<file path="config.mk">
export PLATFORM = sky130hd
export DESIGN_NAME = microstepped_8bit_cpu_core
export DESIGN_NICKNAME = d
export VERILOG_FILES = /design/src/hw/rtl/mscpu_pkg.sv /design/src/hw/rtl/mscpu_exec.sv /design/src/hw/rtl/microstepped_8bit_cpu_core.sv
export SDC_FILE = /design/constraint.sdc
export NUM_CORES = 1
export LEC_CHECK = 0
export BUFFER_PORTS_ARGS = -buffer_cell sky130_fd_sc_hd__buf_2
export CAP_MARGIN = 20
export CORE_ASPECT_RATIO = 1.1
export CORE_MARGIN = 4
export CORE_UTILIZATION = 65
export CTS_CLUSTER_SIZE = 10
export DETAILED_ROUTE_END_ITERATION = 6
export PLACE_DENSITY_LB_ADDON = 0.05
export REMOVE_ABC_BUFFERS = 1
export SLEW_MARGIN = 20
export SYNTH_ARGS = -nofsm -noshare
export SYNTH_HDL_FRONTEND = slang
export SYNTH_HIERARCHICAL = 1
export SYNTH_SLANG_ARGS = --single-unit
</file>
<file path="constraint.sdc">
create_clock -name clk_i -period 9 [get_ports clk_i]
set_input_delay 0.45 -clock clk_i [delete_from_list [all_inputs] [get_ports clk_i]]
set_output_delay 0.45 -clock clk_i [all_outputs]
set_load 0.05 [all_outputs]
</file>
<file path="src/hw/rtl/mscpu_pkg.sv">
// package: opcodes, step codes, action codes and result view type for the cpu core
package mscpu_pkg;

  localparam int unsigned DataW = 8;
  localparam int unsigned AddrW = 4;
  localparam int unsigned StepW = 3;
  localparam int unsigned MemDepth = 1 << AddrW;

  typedef enum logic [3:0] {
    OP_NOP = 4'd0,
    OP_LDA = 4'd1,
    OP_ADD = 4'd2,
    OP_SUB = 4'd3,
    OP_STA = 4'd4,
    OP_LDI = 4'd5,
    OP_JMP = 4'd6,
    OP_JC  = 4'd7,
    OP_JZ  = 4'd8,
    OP_OUT = 4'd14,
    OP_HLT = 4'd15
  } op_e;

  localparam logic [StepW-1:0] StepFetchAddr  = 3'd0;
  localparam logic [StepW-1:0] StepFetchInstr = 3'd1;
  localparam logic [StepW-1:0] StepExec0      = 3'd2;
  localparam logic [StepW-1:0] StepExec1      = 3'd3;
  localparam logic [StepW-1:0] StepExec2      = 3'd4;

  localparam logic ActTick  = 1'b0;
  localparam logic ActWrite = 1'b1;

  typedef struct packed {
    logic             ticked;
    logic [DataW-1:0] out_value;
    logic [DataW-1:0] acc_value;
    logic [AddrW-1:0] prog_counter;
    logic [DataW-1:0] instr_value;
    logic [StepW-1:0] micro_step;
    logic             carry_flag;
    logic             zero_flag;
    logic             halted;
  } view_t;

endpackage

</file>
<file path="src/hw/rtl/mscpu_exec.sv">
// cpu state registers, program memory and the per-beat microstep logic
module mscpu_exec (
  input  logic                        clk_i,
  input  logic                        rst_ni,
  input  logic                        fire_i,
  input  logic                        action_i,
  input  logic [mscpu_pkg::AddrW-1:0] mem_addr_i,
  input  logic [mscpu_pkg::DataW-1:0] mem_data_i,
  output mscpu_pkg::view_t            view_o
);
  import mscpu_pkg::*;

  logic [DataW-1:0] mem_q [MemDepth];
  logic [AddrW-1:0] pc_q, pc_d, mar_q, mar_d;
  logic [DataW-1:0] ir_q, ir_d, a_q, a_d, b_q, b_d, sum_q, sum_d, out_q, out_d;
  logic             carry_q, carry_d, zero_q, zero_d, halt_q, halt_d;
  logic [StepW-1:0] step_q, step_d;
  logic             ticked;
  logic             mem_we;
  logic [AddrW-1:0] mem_waddr;
  logic [DataW-1:0] mem_wdata;
  logic [DataW-1:0] mem_rd;
  logic [DataW:0]   add_full;
  op_e              op;
  logic [AddrW-1:0] arg;

  assign mem_rd   = mem_q[mar_q];
  assign op       = op_e'(ir_q[DataW-1:AddrW]);
  assign arg      = ir_q[AddrW-1:0];
  assign add_full = {1'b0, a_q} + {1'b0, b_q};

  always_comb begin
    pc_d      = pc_q;
    mar_d     = mar_q;
    ir_d      = ir_q;
    a_d       = a_q;
    b_d       = b_q;
    sum_d     = sum_q;
    out_d     = out_q;
    carry_d   = carry_q;
    zero_d    = zero_q;
    halt_d    = halt_q;
    step_d    = step_q;
    ticked    = 1'b0;
    mem_we    = 1'b0;
    mem_waddr = mem_addr_i;
    mem_wdata = mem_data_i;
    if (fire_i) begin
      if (action_i == ActWrite) begin
        mem_we = 1'b1;
      end else if (!halt_q) begin
        ticked = 1'b1;
        step_d = (step_q == StepExec2) ? StepFetchAddr : step_q + 3'd1;
        if (step_q == StepFetchAddr) begin
          mar_d = pc_q;
        end else if (step_q == StepFetchInstr) begin
          ir_d = mem_rd;
          pc_d = pc_q + 4'd1;
        end else begin
          unique case (op)
            OP_LDA: begin
              if (step_q == StepExec0) mar_d = arg;
              else if (step_q == StepExec1) a_d = mem_rd;
            end
            OP_ADD, OP_SUB: begin
              if (step_q == StepExec0) begin
                mar_d = arg;
              end else if (step_q == StepExec1) begin
                b_d   = mem_rd;
                sum_d = (op == OP_ADD) ? a_q + mem_rd : a_q - mem_rd;
              end else if (step_q == StepExec2) begin
                carry_d = (op == OP_ADD) ? add_full[DataW] : (a_q >= b_q);
                zero_d  = (sum_q == '0);
                a_d     = sum_q;
              end
            end
            OP_STA: begin
              if (step_q == StepExec0) begin
                mar_d = arg;
              end else if (step_q == StepExec1) begin
                mem_we    = 1'b1;
                mem_waddr = mar_q;
                mem_wdata = a_q;
              end
            end
            OP_LDI: if (step_q == StepExec0) a_d = {{(DataW-AddrW){1'b0}}, arg};
            OP_JMP: if (step_q == StepExec0) pc_d = arg;
            OP_JC:  if (step_q == StepExec0 && carry_q) pc_d = arg;
            OP_JZ:  if (step_q == StepExec0 && zero_q) pc_d = arg;
            OP_OUT: if (step_q == StepExec0) out_d = a_q;
            OP_HLT: if (step_q == StepExec0) halt_d = 1'b1;
            default: ;
          endcase
        end
      end
    end
  end

  always_ff @(posedge clk_i or negedge rst_ni) begin
    if (!rst_ni) begin
      for (int i = 0; i < MemDepth; i++) mem_q[i] <= '0;
    end else if (mem_we) begin
      mem_q[mem_waddr] <= mem_wdata;
    end
  end

  always_ff @(posedge clk_i or negedge rst_ni) begin
    if (!rst_ni) begin
      pc_q    <= '0;
      mar_q   <= '0;
      ir_q    <= '0;
      a_q     <= '0;
      b_q     <= '0;
      sum_q   <= '0;
      out_q   <= '0;
      carry_q <= 1'b0;
      zero_q  <= 1'b0;
      halt_q  <= 1'b0;
      step_q  <= StepFetchAddr;
    end else begin
      pc_q    <= pc_d;
      mar_q   <= mar_d;
      ir_q    <= ir_d;
      a_q     <= a_d;
      b_q     <= b_d;
      sum_q   <= sum_d;
      out_q   <= out_d;
      carry_q <= carry_d;
      zero_q  <= zero_d;
      halt_q  <= halt_d;
      step_q  <= step_d;
    end
  end

  always_comb begin
    view_o.ticked       = ticked;
    view_o.out_value    = out_d;
    view_o.acc_value    = a_d;
    view_o.prog_counter = pc_d;
    view_o.instr_value  = ir_d;
    view_o.micro_step   = step_d;
    view_o.carry_flag   = carry_d;
    view_o.zero_flag    = zero_d;
    view_o.halted       = halt_d;
  end

endmodule

</file>
<file path="src/hw/rtl/microstepped_8bit_cpu_core.sv">
// top level: input register, microstep logic and result register of the cpu core
//
//  channel | direction | beat contents
//  in      | in        | action_i, mem_addr_i, mem_data_i
//  out     | out       | ticked_o, out/acc/pc/ir/step, flags, halted_o
//
// one beat per cycle sustained while out_ready_i is high; each beat passes the input and result registers
// the input register feeds the microstep logic, which updates the cpu state and
// loads the result register in the same edge
// reset clears the cpu state and all 16 memory bytes at once
// a stalled result holds the input register, so in_ready_o drops only under
// backpressure on the output
module microstepped_8bit_cpu_core (
  input  logic                        clk_i,
  input  logic                        rst_ni,
  input  logic                        in_valid_i,
  output logic                        in_ready_o,
  input  logic                        action_i,
  input  logic [mscpu_pkg::AddrW-1:0] mem_addr_i,
  input  logic [mscpu_pkg::DataW-1:0] mem_data_i,
  output logic                        out_valid_o,
  input  logic                        out_ready_i,
  output logic                        ticked_o,
  output logic [mscpu_pkg::DataW-1:0] out_value_o,
  output logic [mscpu_pkg::DataW-1:0] acc_value_o,
  output logic [mscpu_pkg::AddrW-1:0] prog_counter_o,
  output logic [mscpu_pkg::DataW-1:0] instr_value_o,
  output logic [mscpu_pkg::StepW-1:0] micro_step_o,
  output logic                        carry_flag_o,
  output logic                        zero_flag_o,
  output logic                        halted_o
);
  import mscpu_pkg::*;

  logic             in_vld_q;
  logic             action_q;
  logic [AddrW-1:0] addr_q;
  logic [DataW-1:0] data_q;
  logic             out_vld_q;
  view_t            res_q;
  view_t            view;
  logic             advance;

  assign advance    = in_vld_q && (!out_vld_q || out_ready_i);
  assign in_ready_o = !in_vld_q || advance;

  mscpu_exec u_exec (
    .clk_i      (clk_i),
    .rst_ni     (rst_ni),
    .fire_i     (advance),
    .action_i   (action_q),
    .mem_addr_i (addr_q),
    .mem_data_i (data_q),
    .view_o     (view)
  );

  always_ff @(posedge clk_i or negedge rst_ni) begin
    if (!rst_ni) begin
      in_vld_q  <= 1'b0;
      out_vld_q <= 1'b0;
    end else begin
      if (in_ready_o) in_vld_q <= in_valid_i;
      if (advance) out_vld_q <= 1'b1;
      else if (out_ready_i) out_vld_q <= 1'b0;
    end
  end

  // payload registers
  always_ff @(posedge clk_i) begin
    if (in_ready_o && in_valid_i) begin
      action_q <= action_i;
      addr_q   <= mem_addr_i;
      data_q   <= mem_data_i;
    end
    if (advance) res_q <= view;
  end

  assign out_valid_o    = out_vld_q;
  assign ticked_o       = res_q.ticked;
  assign out_value_o    = res_q.out_value;
  assign acc_value_o    = res_q.acc_value;
  assign prog_counter_o = res_q.prog_counter;
  assign instr_value_o  = res_q.instr_value;
  assign micro_step_o   = res_q.micro_step;
  assign carry_flag_o   = res_q.carry_flag;
  assign zero_flag_o    = res_q.zero_flag;
  assign halted_o       = res_q.halted;

endmodule

</file>
After elaboration in Yosys (flattened, before gate mapping)

Index checks and enable logic that the tools add are counted.

Eq/ne operators: 15
Muxes and demuxes: 101
Bitwise logic cells: 7
Reduce and logical (&&, ||, !) cells: 18
$lt $le $gt $ge: 4
Add/subtract/negate cells: 5

Operators with widths:

| kind                                                     | number |
|---|---|
| two-way mux 8 bit                                        | 35 |
| bitwise mux 128 bit                                      | 1 |
| two-way mux 4 bit                                        | 20 |
| two-way mux 1 bit                                        | 37 |
| binary-select mux 8 bit (select 4 bit)                   | 1 |
| demux 8 bit (select 4 bit)                               | 1 |
| case mux 8 bit (3 select lines)                          | 1 |
| == test 4 x 3 -> 1 bit, second input constant            | 4 |
| == test 4 bit, second input constant                     | 3 |
| two-way mux 3 bit                                        | 4 |
| case mux 4 bit (3 select lines)                          | 1 |
| greater-or-equal comparator 5 bit, second input constant | 2 |
| inverter 4 -> 5 bit                                      | 2 |
| adder 8 x 8 -> 9 bit                                     | 1 |
| adder 8 bit                                              | 1 |
| == test 4 x 2 -> 1 bit, second input constant            | 2 |
| greater-or-equal comparator 8 bit                        | 1 |
| zero test 8 bit                                          | 1 |
| AND reduction 8 bit                                      | 1 |
| subtractor 8 bit                                         | 1 |
| == test 3 x 2 -> 1 bit, second input constant            | 2 |
| AND reduction 6 bit                                      | 1 |
| nonzero test 2 bit                                       | 3 |
| logical AND 1 bit                                        | 5 |
| 13 further kinds                                         | 19 |

Input port bits: 17
Output and inout bits: 37
Register bits after elaboration: 232
Logic and storage cells: 191

Depth between registers and ports, before layout

Gate-level depths: netlist (run 1).

Depth after elaboration: 15
Depth in mapped cells: 18
Mapped depth without buffers: 15

Hierarchy

Netlist (run 1), hierarchy kept.

By module, submodules not included:

| module                     | cells an instance | sequential area each (um^2) | area each (um^2) | times used |
|---|---|---|---|---|
| mscpu_exec                 | 768               | 4554.4                      | 9509.1           | 1 |
| microstepped_8bit_cpu_core | 56                | 1491.4                      | 1545.2           | 1 |

Least setup slack after synthesis (run 1)

OpenSTA, ideal clock, no wires.

Kind: reg-to-reg
From: reg out_vld_q (netlist: out_valid_o)
To: reg u_exec/mem_q[56] (netlist name)
Buffers on the path: 0
Arrival time: 4.264 ns
Clock period less this slack: 4.389 ns
Path slack: 4.611 ns
Library setup time: 0.125 ns
Cell stages (with the launch flop): 11
Required time: 8.875 ns
Path through: dfrtp_1 nand2b_1 and2_1 or3b_4 clkinv_4 nand2_4 nor3_4 mux2i_1 nand3_1 nor2_1 mux2_2

Word-level cells in the longest chain between the ends: 10
Elaborated cells on any way between the ends: 13
Classes of those cells: 2 x order compare; 6 x mux; 1 x bitwise; 4 x reduce/logical

Ends and longest elaborated chain:

| item                                                                                                           | RTL line                         | RTL |
|---|---|---|
| start, declared                                                                                                | microstepped_8bit_cpu_core.sv:39 | `logic out_vld_q;` |
| start signal, assigned                                                                                         | microstepped_8bit_cpu_core.sv:60 | `out_vld_q <= 1'b0;` |
| start signal, assigned                                                                                         | microstepped_8bit_cpu_core.sv:63 | `if (advance) out_vld_q <= 1'b1;` |
| start signal, assigned                                                                                         | microstepped_8bit_cpu_core.sv:64 | `else if (out_ready_i) out_vld_q <= 1'b0;` |
| zero test 1 bit *                                                                                              | microstepped_8bit_cpu_core.sv:44 | `assign advance = in_vld_q && (!out_vld_q \|\| out_ready_i);` |
| logical OR 1 bit *                                                                                             | microstepped_8bit_cpu_core.sv:44 |  |
| logical AND 1 bit *                                                                                            | microstepped_8bit_cpu_core.sv:44 |  |
| net advance                                                                                                    | microstepped_8bit_cpu_core.sv:42 | `logic advance;` |
| two-way mux 4 bit                                                                                              | mscpu_exec.sv:48                 | `if (fire_i) begin` |
| inverter 4 -> 5 bit (not written as such)                                                                      | mscpu_exec.sv:103                | `mem_q[mem_waddr] <= mem_wdata;` |
| greater-or-equal comparator 5 bit (not written as such) or less-than comparator 5 x 1 -> 1 bit (tied branches) | mscpu_exec.sv:103                |  |
| logical AND 1 bit (not written as such)                                                                        | mscpu_exec.sv:103                |  |
| two-way mux 8 bit (not written as such)                                                                        | mscpu_exec.sv:103                |  |
| demux 8 bit (select 4 bit)                                                                                     | mscpu_exec.sv:103                |  |
| bitwise mux 128 bit                                                                                            | mscpu_exec.sv:103                |  |
| end signal, assigned by index                                                                                  | mscpu_exec.sv:103                |  |
| end, declared                                                                                                  | mscpu_exec.sv:13                 | `logic [DataW-1:0] mem_q [MemDepth];` |

Mark *: on every way through the listed nets, which the timed path passes. The rest lies on a longest branch.
A chain may end at the register's enable or synchronous reset.

Worst setup path after layout (run 1)

From: reg out_vld_q (netlist: out_valid_o)
To: reg u_exec/mem_q[45] (netlist name)

The elaborated chain is that of the path after synthesis.

==> results.json, run 1 <==
{
  "synth.ff_latch_count": 232,
  "timing_worst_slew_pin_value_ns": 0.910,
  "grt_first_pass_wirelength_um": 39900,
  "netlist-cell-type-count": 59,
  "clockRootBuffer": "sky130_fd_sc_hd__clkbuf_16",
  "clkLatencyLatePin_ns": 0.52,
  "die_h_um": 145,
  "ff_latch_area_um2": 6050,
  "n_fill_cell": 1106,
  "fmax_ghz": 0.211,
  "relSlewSlack": 0.389,
  "flip_flop_count_of_the_largest_register_all_copies_and_words_added": 128,
  "dr.first_iter.drc_count": 651,
  "number_of_primary_i_o_pins": 54,
  "finalCriticalPeriod_ns": 4.75,
  "via_per_inst": 6.36,
  "cp_data_required_time_ns": 9.39,
  "timing.critical_path.fanout_max": 38,
  "grt_pass1_vias": 7245,
  "p_clk_frac": 0.254,
  "postSynthCellCount": 824,
  "grt_max_degree": 111,
  "count_of_endpoints_failing_hold_in_the_final_timing_report": 0,
  "timing.critical_path.to_type": "register",
  "core-area_um2": 16600,
  "status": "completed",
  "power_frac_seq": 0.394,
  "maximum_count_of_clock_buffers_along_a_single_path": 3,
  "rsz0062_at_grt": "no",
  "post_cts_resized": 0,
  "final_antenna_net_count": 0,
  "floorplan.rows": 49,
  "async_flop_share": 0.793,
  "yosysWarnings": 6,
  "gp_routability_congestion": 0.958,
  "remaining_drc_errors": 0,
  "synth.cell_area_um2": 11100,
  "post_route_cells_drive_above_1_share": 0.326,
  "drt_wl_total_um": 24600,
  "ys_seq_area_frac": 0.547,
  "groute.usage.overall": 0.265,
  "setup_total_neg_slack_ns": 0,
  "area_growth_pct": 10.3,
  "grt_antenna_before_repair": 0,
  "final-setup-viol-count": 0,
  "worstSetupStartpointType": "register",
  "die_area_um2": 19200,
  "power.switching_fraction": 0.351,
  "tritoncts_clock_tree": "yes",
  "firstDrtPassIters": 5,
  "total_switching_power_uw": 1280,
  "combinationalPowerShare": 0.352,
  "multiInputGateArea_um2": 4740,
  "yosys_top_cell_by_area": "sky130_fd_sc_hd__dfrtp_1",
  "synth_top_area_frac": 0.417,
  "clk_transition_reported_paths_ns": 0.05,
  "post-cts-setup-buffer-count": 0,
  "cts_buffers": 27,
  "fin_skew_ns": 0.0121,
  "syn-mean-instance-area_um2": 13.4,
  "registers.top_by_ff_count": "u_exec/mem_q",
  "edff_count_synth": 48,
  "route.detailed.wl_per_inst_um": 22.7,
  "intPower_uw": 2380,
  "timing.final.crit_share": 0.527,
  "globalRouteOverflowTotal": 0,
  "vdd_drop_max_mv": 0.186,
  "holdBufCountCts": 0,
  "p_leak_uw": 0.00542,
  "clock-sinks": 232,
  "port_buffers": 53,
  "die_width_um": 132,
  "final.hold.worst_slack_ns": 0.0476,
  "floorplan.initialDensity": 0.668,
  "powerDensity_nw_per_um2": 300,
  "yosys-top-cells-area": "sky130_fd_sc_hd__dfrtp_1 (42%), sky130_fd_sc_hd__mux2_2 (15%), sky130_fd_sc_hd__edfxtp_1 (13%), sky130_fd_sc_hd__mux4_2 (6.7%), sky130_fd_sc_hd__ha_1 (3.4%)",
  "num_antenna_cells": 0,
  "num-nets-final": 918,
  "worstHoldPathType": "in -> async",
  "worst-endpoint-arrival_ns": 5.13,
  "timing.final.max_slew_violations": 0,
  "postSynth.topFlopCell": "sky130_fd_sc_hd__dfrtp_1",
  "max_cap_violations": 0,
  "crit_type": "reg -> reg",
  "place_hpwl_um": 16600,
  "htreeDepth": 1,
  "num_vias": 6917
}
## cells by family after synthesis
logic type | Yosys count | share of synthesized area
DFF | 232 | 0.547
muxes | 194 | 0.233
and+or+nand+nor | 171 | 0.0827
AOI/OAI and AO/OA | 117 | 0.0654
buffers and inverters | 65 | 0.0251
adders and majority gates | 31 | 0.0358
xor gates and xnor gates | 14 | 0.0111
## metrics by stage
step	setup WS, ns	area, um^2	instances	util	total power, uW
after floorplan	4.28	10900	780	-	2360
after global placement	4.31	11500	1045	0.692	2680
after detailed placement	4.15	11500	1045	0.692	2730
after CTS	4.27	12200	1087	0.736	3670
after global routing	3.97	12200	1087	0.737	3870
final	4.25	12200	1087	0.737	3660
## worst max-delay path, cell delays in order (launching register included)
cell	delay (ns)
sky130_fd_sc_hd__dfrtp_1	0.42
sky130_fd_sc_hd__nand2b_1	0.11
sky130_fd_sc_hd__and2_1	0.13
sky130_fd_sc_hd__buf_4	0.40
sky130_fd_sc_hd__or3b_4	0.48
sky130_fd_sc_hd__clkinv_4	0.09
sky130_fd_sc_hd__nand2_4	0.08
sky130_fd_sc_hd__nor3_4	0.72
sky130_fd_sc_hd__mux2i_1	0.70
sky130_fd_sc_hd__nor3b_1	0.42
sky130_fd_sc_hd__nor2b_1	0.65
sky130_fd_sc_hd__mux2_2	0.41
## layout make-up
cell class,instances,area share
Sequential cell,232,0.496
Multi-Input combinational cell,527,0.389
Clock buffer,41,0.0597
Timing Repair Buffer,61,0.0274
Tap cell,204,0.0209
Inverter,21,0.00688
Clock inverter,1,0.000616
## per-layer routing
metal,GRT usage,vias to the layer above,wire [um]
li1,-,3110,-
met1,0.349,3497,10300
met2,0.462,255,12400
met3,0.0328,55,1180
met4,0.0941,0,813
met5,0,-,0
## cell usage after synthesis, drive strengths merged, types with 5 or more instances
library cell,number
mux2,152
o21bai,6
clkbuf,29
ha,30
mux2i,9
xor2,6
a31oi,5
dfrtp,184
a21oi,24
buf,15
edfxtp,48
o21ai,40
a21o,5
a22oi,19
xnor2,8
inv,20
nor3,8
mux4,33
nor4,7
nor3b,5
nor2b,10
nand2b,13
nand3,7
nand2,76
nor2,24
## power groups by stage
stage                     clock network, uW  logic [uW]  registers, uW
after floorplan                           0         831           1530
after global placement                    0        1240           1440
after detailed placement                  0        1280           1450
after CTS                               953        1280           1440
after global routing                    998        1400           1460
final                                   930        1290           1440
## worst paths after layout
kind                       cells after the start  slack [ns]                 to               from
min reg2reg                                    1        0.50  u_exec/mem_q[127]  u_exec/mem_q[127]
min in group clk_i                             1        0.11           action_q           action_i
max                                           11        4.25   u_exec/mem_q[45]        out_valid_o
min                                            1        0.05     u_exec/pc_q[0]             rst_ni
max in group asynchronous                      2        7.45    u_exec/sum_q[5]             rst_ni
max reg2reg                                   11        4.25   u_exec/mem_q[45]        out_valid_o
## cells in the final DEF (no fill, tap or decap), drive strengths merged, types with 7 or more instances in the layout
master / Yosys / final
mux2i: 9 / 9
clkbuf: 29 / 42
buf: 15 / 60
mux4: 33 / 33
o21ai: 40 / 40
ha: 30 / 30
nor2: 24 / 24
nand3: 7 / 7
nand2: 76 / 76
dfrtp: 184 / 184
inv: 20 / 20
a22oi: 19 / 19
nor2b: 10 / 10
nand2b: 13 / 13
xnor2: 8 / 8
nor4: 7 / 7
a21oi: 24 / 24
nor3: 8 / 8
edfxtp: 48 / 48
mux2: 152 / 152
Note: power is estimated with default switching activity, not from simulation.
==> inputs of run 2 (changes only) <==
Settings changed: ABC_AREA set to 1, CORE_UTILIZATION 65 to 56.
Clock period 9 ns to 4.25 ns, I/O delays scaled along.
==> run 2 against run 1 <==
Combinational power is 30% lower; synthesized area is 4.5% higher; final cell count is 53% higher; non-clock buffer count is 22 higher; critical endpoint is now u_exec/sum_q[7]; die area is 20% higher; sequential cell count stayed put; first-iteration DRC count is 2.9% higher; register-to-register slack worse by 3.7 ns.
==> results.json, run 2 <==
{
  "core-area_um2": 20100,
  "p_leak_uw": 0.00616,
  "via_per_inst": 5.59,
  "post_route_cells_drive_above_1_share": 0.115,
  "p_clk_frac": 0.365,
  "total_switching_power_uw": 1550,
  "place_hpwl_um": 19800,
  "final-setup-viol-count": 0,
  "die_h_um": 159,
  "layout.cells.most_common": "sky130_fd_sc_hd__nand2_1",
  "flip_flop_count_of_the_largest_register_all_copies_and_words_added": 128,
  "yosys_top_cell_by_area": "sky130_fd_sc_hd__dfrtp_1",
  "netlist_top_cells_count": "sky130_fd_sc_hd__nand2_1 (398), sky130_fd_sc_hd__dfrtp_1 (184), sky130_fd_sc_hd__o21ai_1 (135)",
  "area_growth_pct": 11.8,
  "count_of_endpoints_failing_hold_in_the_final_timing_report": 0,
  "largest_family_of_logic_cells_by_synthesized_area": "simple AND/OR/NAND/NOR gates",
  "crit_path_top_delay_cell": "sky130_fd_sc_hd__dfrtp_2",
  "num_antenna_cells": 0,
  "synthMuxAreaShare": 0.00195,
  "post-layout-total-power_uw": 5660,
  "synthAdderAreaFrac": 0.0342,
  "worstSetupStartpointType": "register",
  "grt_max_degree": 95,
  "rsz0062_at_grt": "no",
  "worst-endpoint-arrival_ns": 4.06,
  "registers.top_by_ff_count": "u_exec/mem_q",
  "most-common-layout-cells": "sky130_fd_sc_hd__nand2_1 (398), sky130_fd_sc_hd__dfrtp_1 (183), sky130_fd_sc_hd__o21ai_1 (130)",
  "yosys.cell_count.top_type": "sky130_fd_sc_hd__nand2_1",
  "multiInputGateArea_um2": 4740,
  "edff_count_synth": 48,
  "power_frac_seq": 0.476,
  "xor_xnor_share_of_the_synthesized_area": 0.00531,
  "status": "completed",
  "globalRouteOverflowTotal": 0,
  "tritoncts_clock_tree": "yes",
  "relSlewSlack": 0.308,
  "power.switching_fraction": 0.273,
  "yosys-top-cells-area": "sky130_fd_sc_hd__dfrtp_1 (40%), sky130_fd_sc_hd__nand2_1 (13%), sky130_fd_sc_hd__edfxtp_1 (12%), sky130_fd_sc_hd__o21ai_1 (5.8%), sky130_fd_sc_hd__o21ai_0 (3.9%)",
  "die_width_um": 145,
  "htreeDepth": 1,
  "syn-mean-instance-area_um2": 8.57,
  "firstDrtPassIters": 6,
  "intPower_uw": 4110,
  "n_fill_cell": 1731,
  "ff_latch_area_um2": 6050,
  "route.detailed.wl_per_inst_um": 17.7,
  "clockRootBuffer": "sky130_fd_sc_hd__clkbuf_16",
  "timing_worst_slew_pin_value_ns": 1.04,
  "number_of_primary_i_o_pins": 54,
  "timing.final.max_slew_violations": 0,
  "ys_seq_area_frac": 0.523,
  "postSynthCellCount": 1348,
  "fmax_ghz": 0.274,
  "netlist-cell-type-count": 48,
  "fin_cells": 1662,
  "synth.cell_area_um2": 11600,
  "yosysWarnings": 6,
  "finalCriticalPeriod_ns": 3.65,
  "remaining_drc_errors": 0,
  "port_buffers": 53,
  "timing.final.crit_share": 0.859,
  "clk_transition_reported_paths_ns": 0.06,
  "groute.usage.overall": 0.258,
  "final_antenna_net_count": 0,
  "grt_first_pass_wirelength_um": 48000,
  "dpl_cell_area_um2": 12000,
  "gp_routability_congestion": 0.955,
  "grt_antenna_before_repair": 0,
  "cpPeakStageDelay_ns": 0.44,
  "postSynth.topFlopCell": "sky130_fd_sc_hd__dfrtp_1",
  "dr.first_iter.drc_count": 670,
  "async_flop_share": 0.793,
  "cts_buffers": 27,
  "fin_skew_ns": 0.0145,
  "floorplan.rows": 54,
  "clock-sinks": 232,
  "post-cts-setup-buffer-count": 0,
  "clkLatencyLatePin_ns": 0.52,
  "place.detailed.instances": 1604,
  "cp_data_required_time_ns": 4.66,
  "num_vias": 9292,
  "synth.ff_latch_count": 232,
  "num-nets-final": 1446,
  "crit_type": "reg -> reg",
  "drt_wl_total_um": 29500,
  "combinationalPowerShare": 0.159,
  "compound_gate_portion_of_the_synthesized_area": 0.136,
  "timing.critical_path.to_type": "register",
  "floorplan.initialDensity": 0.576,
  "vdd_drop_max_mv": 0.539,
  "maximum_count_of_clock_buffers_along_a_single_path": 3,
  "die_area_um2": 23000,
  "timing.critical_path.fanout_max": 49,
  "grt_pass1_vias": 9009,
  "max_cap_violations": 0,
  "powerDensity_nw_per_um2": 438,
  "layout.cell_area.non_filler_um2": 12900,
  "synth_simple_gate_area_frac": 0.229,
  "worstHoldPathType": "in -> async",
  "synth_top_area_frac": 0.398
}
## run 2: changes by cell type in the layout (fill, tap and decap cells not counted), moves of 51 or more
cell,before,now
sky130_fd_sc_hd__o21ai_0,39,90
sky130_fd_sc_hd__o21ai_1,1,130
sky130_fd_sc_hd__mux2_2,144,2
sky130_fd_sc_hd__inv_1,20,112
sky130_fd_sc_hd__nand2_1,75,398
sky130_fd_sc_hd__nor2_1,22,76
sky130_fd_sc_hd__nand3_1,7,78
## run 2: kinds of logic (layout without fill, tap and decap cells)
| logic type | count (synthesis) | in the layout |
|---|---|---|
| compound gates | 288 | 288 |
| xor+xnor | 7 | 7 |
| fa+ha+maj | 31 | 31 |
| buf+inv | 185 | 247 |
| flops | 232 | 232 |
| mux | 2 | 2 |
| simple gates | 603 | 603 |
## run 2: routing by layer
metal,GRT usage,routed length [um]
met5,0,0
met4,0.0869,987
met2,0.438,14100
met3,0.0396,1580
met1,0.347,12800
## run 2: power groups by stage
stage	clock, uW	sequential, uW	combinational (uW)
CTS	2110	2690	904
global route	2200	2730	1040
floorplan	0	2740	612
finish	2060	2690	902
global placement	0	2720	861
detailed placement	0	2730	887
## run 2: per-stage QoR
step | utilization | setup slack [ns] | setup TNS, ns | hold slack [ns]
floorplan | - | -0.266 | -14.28 | -0.0831
global placement | 0.596 | 0.510 | 0 | 0.335
detailed placement | 0.597 | 0.465 | 0 | 0.332
CTS | 0.643 | 0.447 | 0 | 0.357
global route | 0.644 | 0.247 | 0 | 0.406
finish | 0.644 | 0.599 | 0 | 0.326
## run 2: area by class of cell
class,instances,area share
Inverter,123,0.0369
Clock buffer,40,0.0569
Sequential cell,232,0.468
Timing Repair Buffer,83,0.0439
Clock inverter,1,0.00233
Multi-Input combinational cell,931,0.367
Tap cell,252,0.0244
## run 2: final timing paths
check / startpoint / to / slack [ns] / cells past startpoint
max reg2reg: u_exec/mar_q[0] / u_exec/sum_q[7] / 0.60 / 26
min in group clk_i: mem_addr_i[3] / addr_q[3] / 0.41 / 2
max in group asynchronous: rst_ni / u_exec/mem_q[93] / 2.94 / 3
min reg2reg: u_exec/mem_q[101] / u_exec/mem_q[101] / 0.48 / 2
min: rst_ni / u_exec/out_q[1] / 0.33 / 2
max: u_exec/mar_q[0] / u_exec/sum_q[7] / 0.60 / 26
## run 2: worst max-delay path, delay by kind of cell, from the launching register on
family,cells,cell delay (ns)
and+or+nand+nor,12,1.01
buffers and inverters,6,0.74
DFF,1,0.44
xor gates and xnor gates,1,0.13
AOI/OAI and AO/OA,5,0.67
adders and majority gates,2,0.51
## run 2: repair_timing
action	4_1_cts	5_1_grt
hold endpoints to repair	108	0
endpoints found under the setup margin	0	1
resized for setup	0	2
hold buffers	17	0
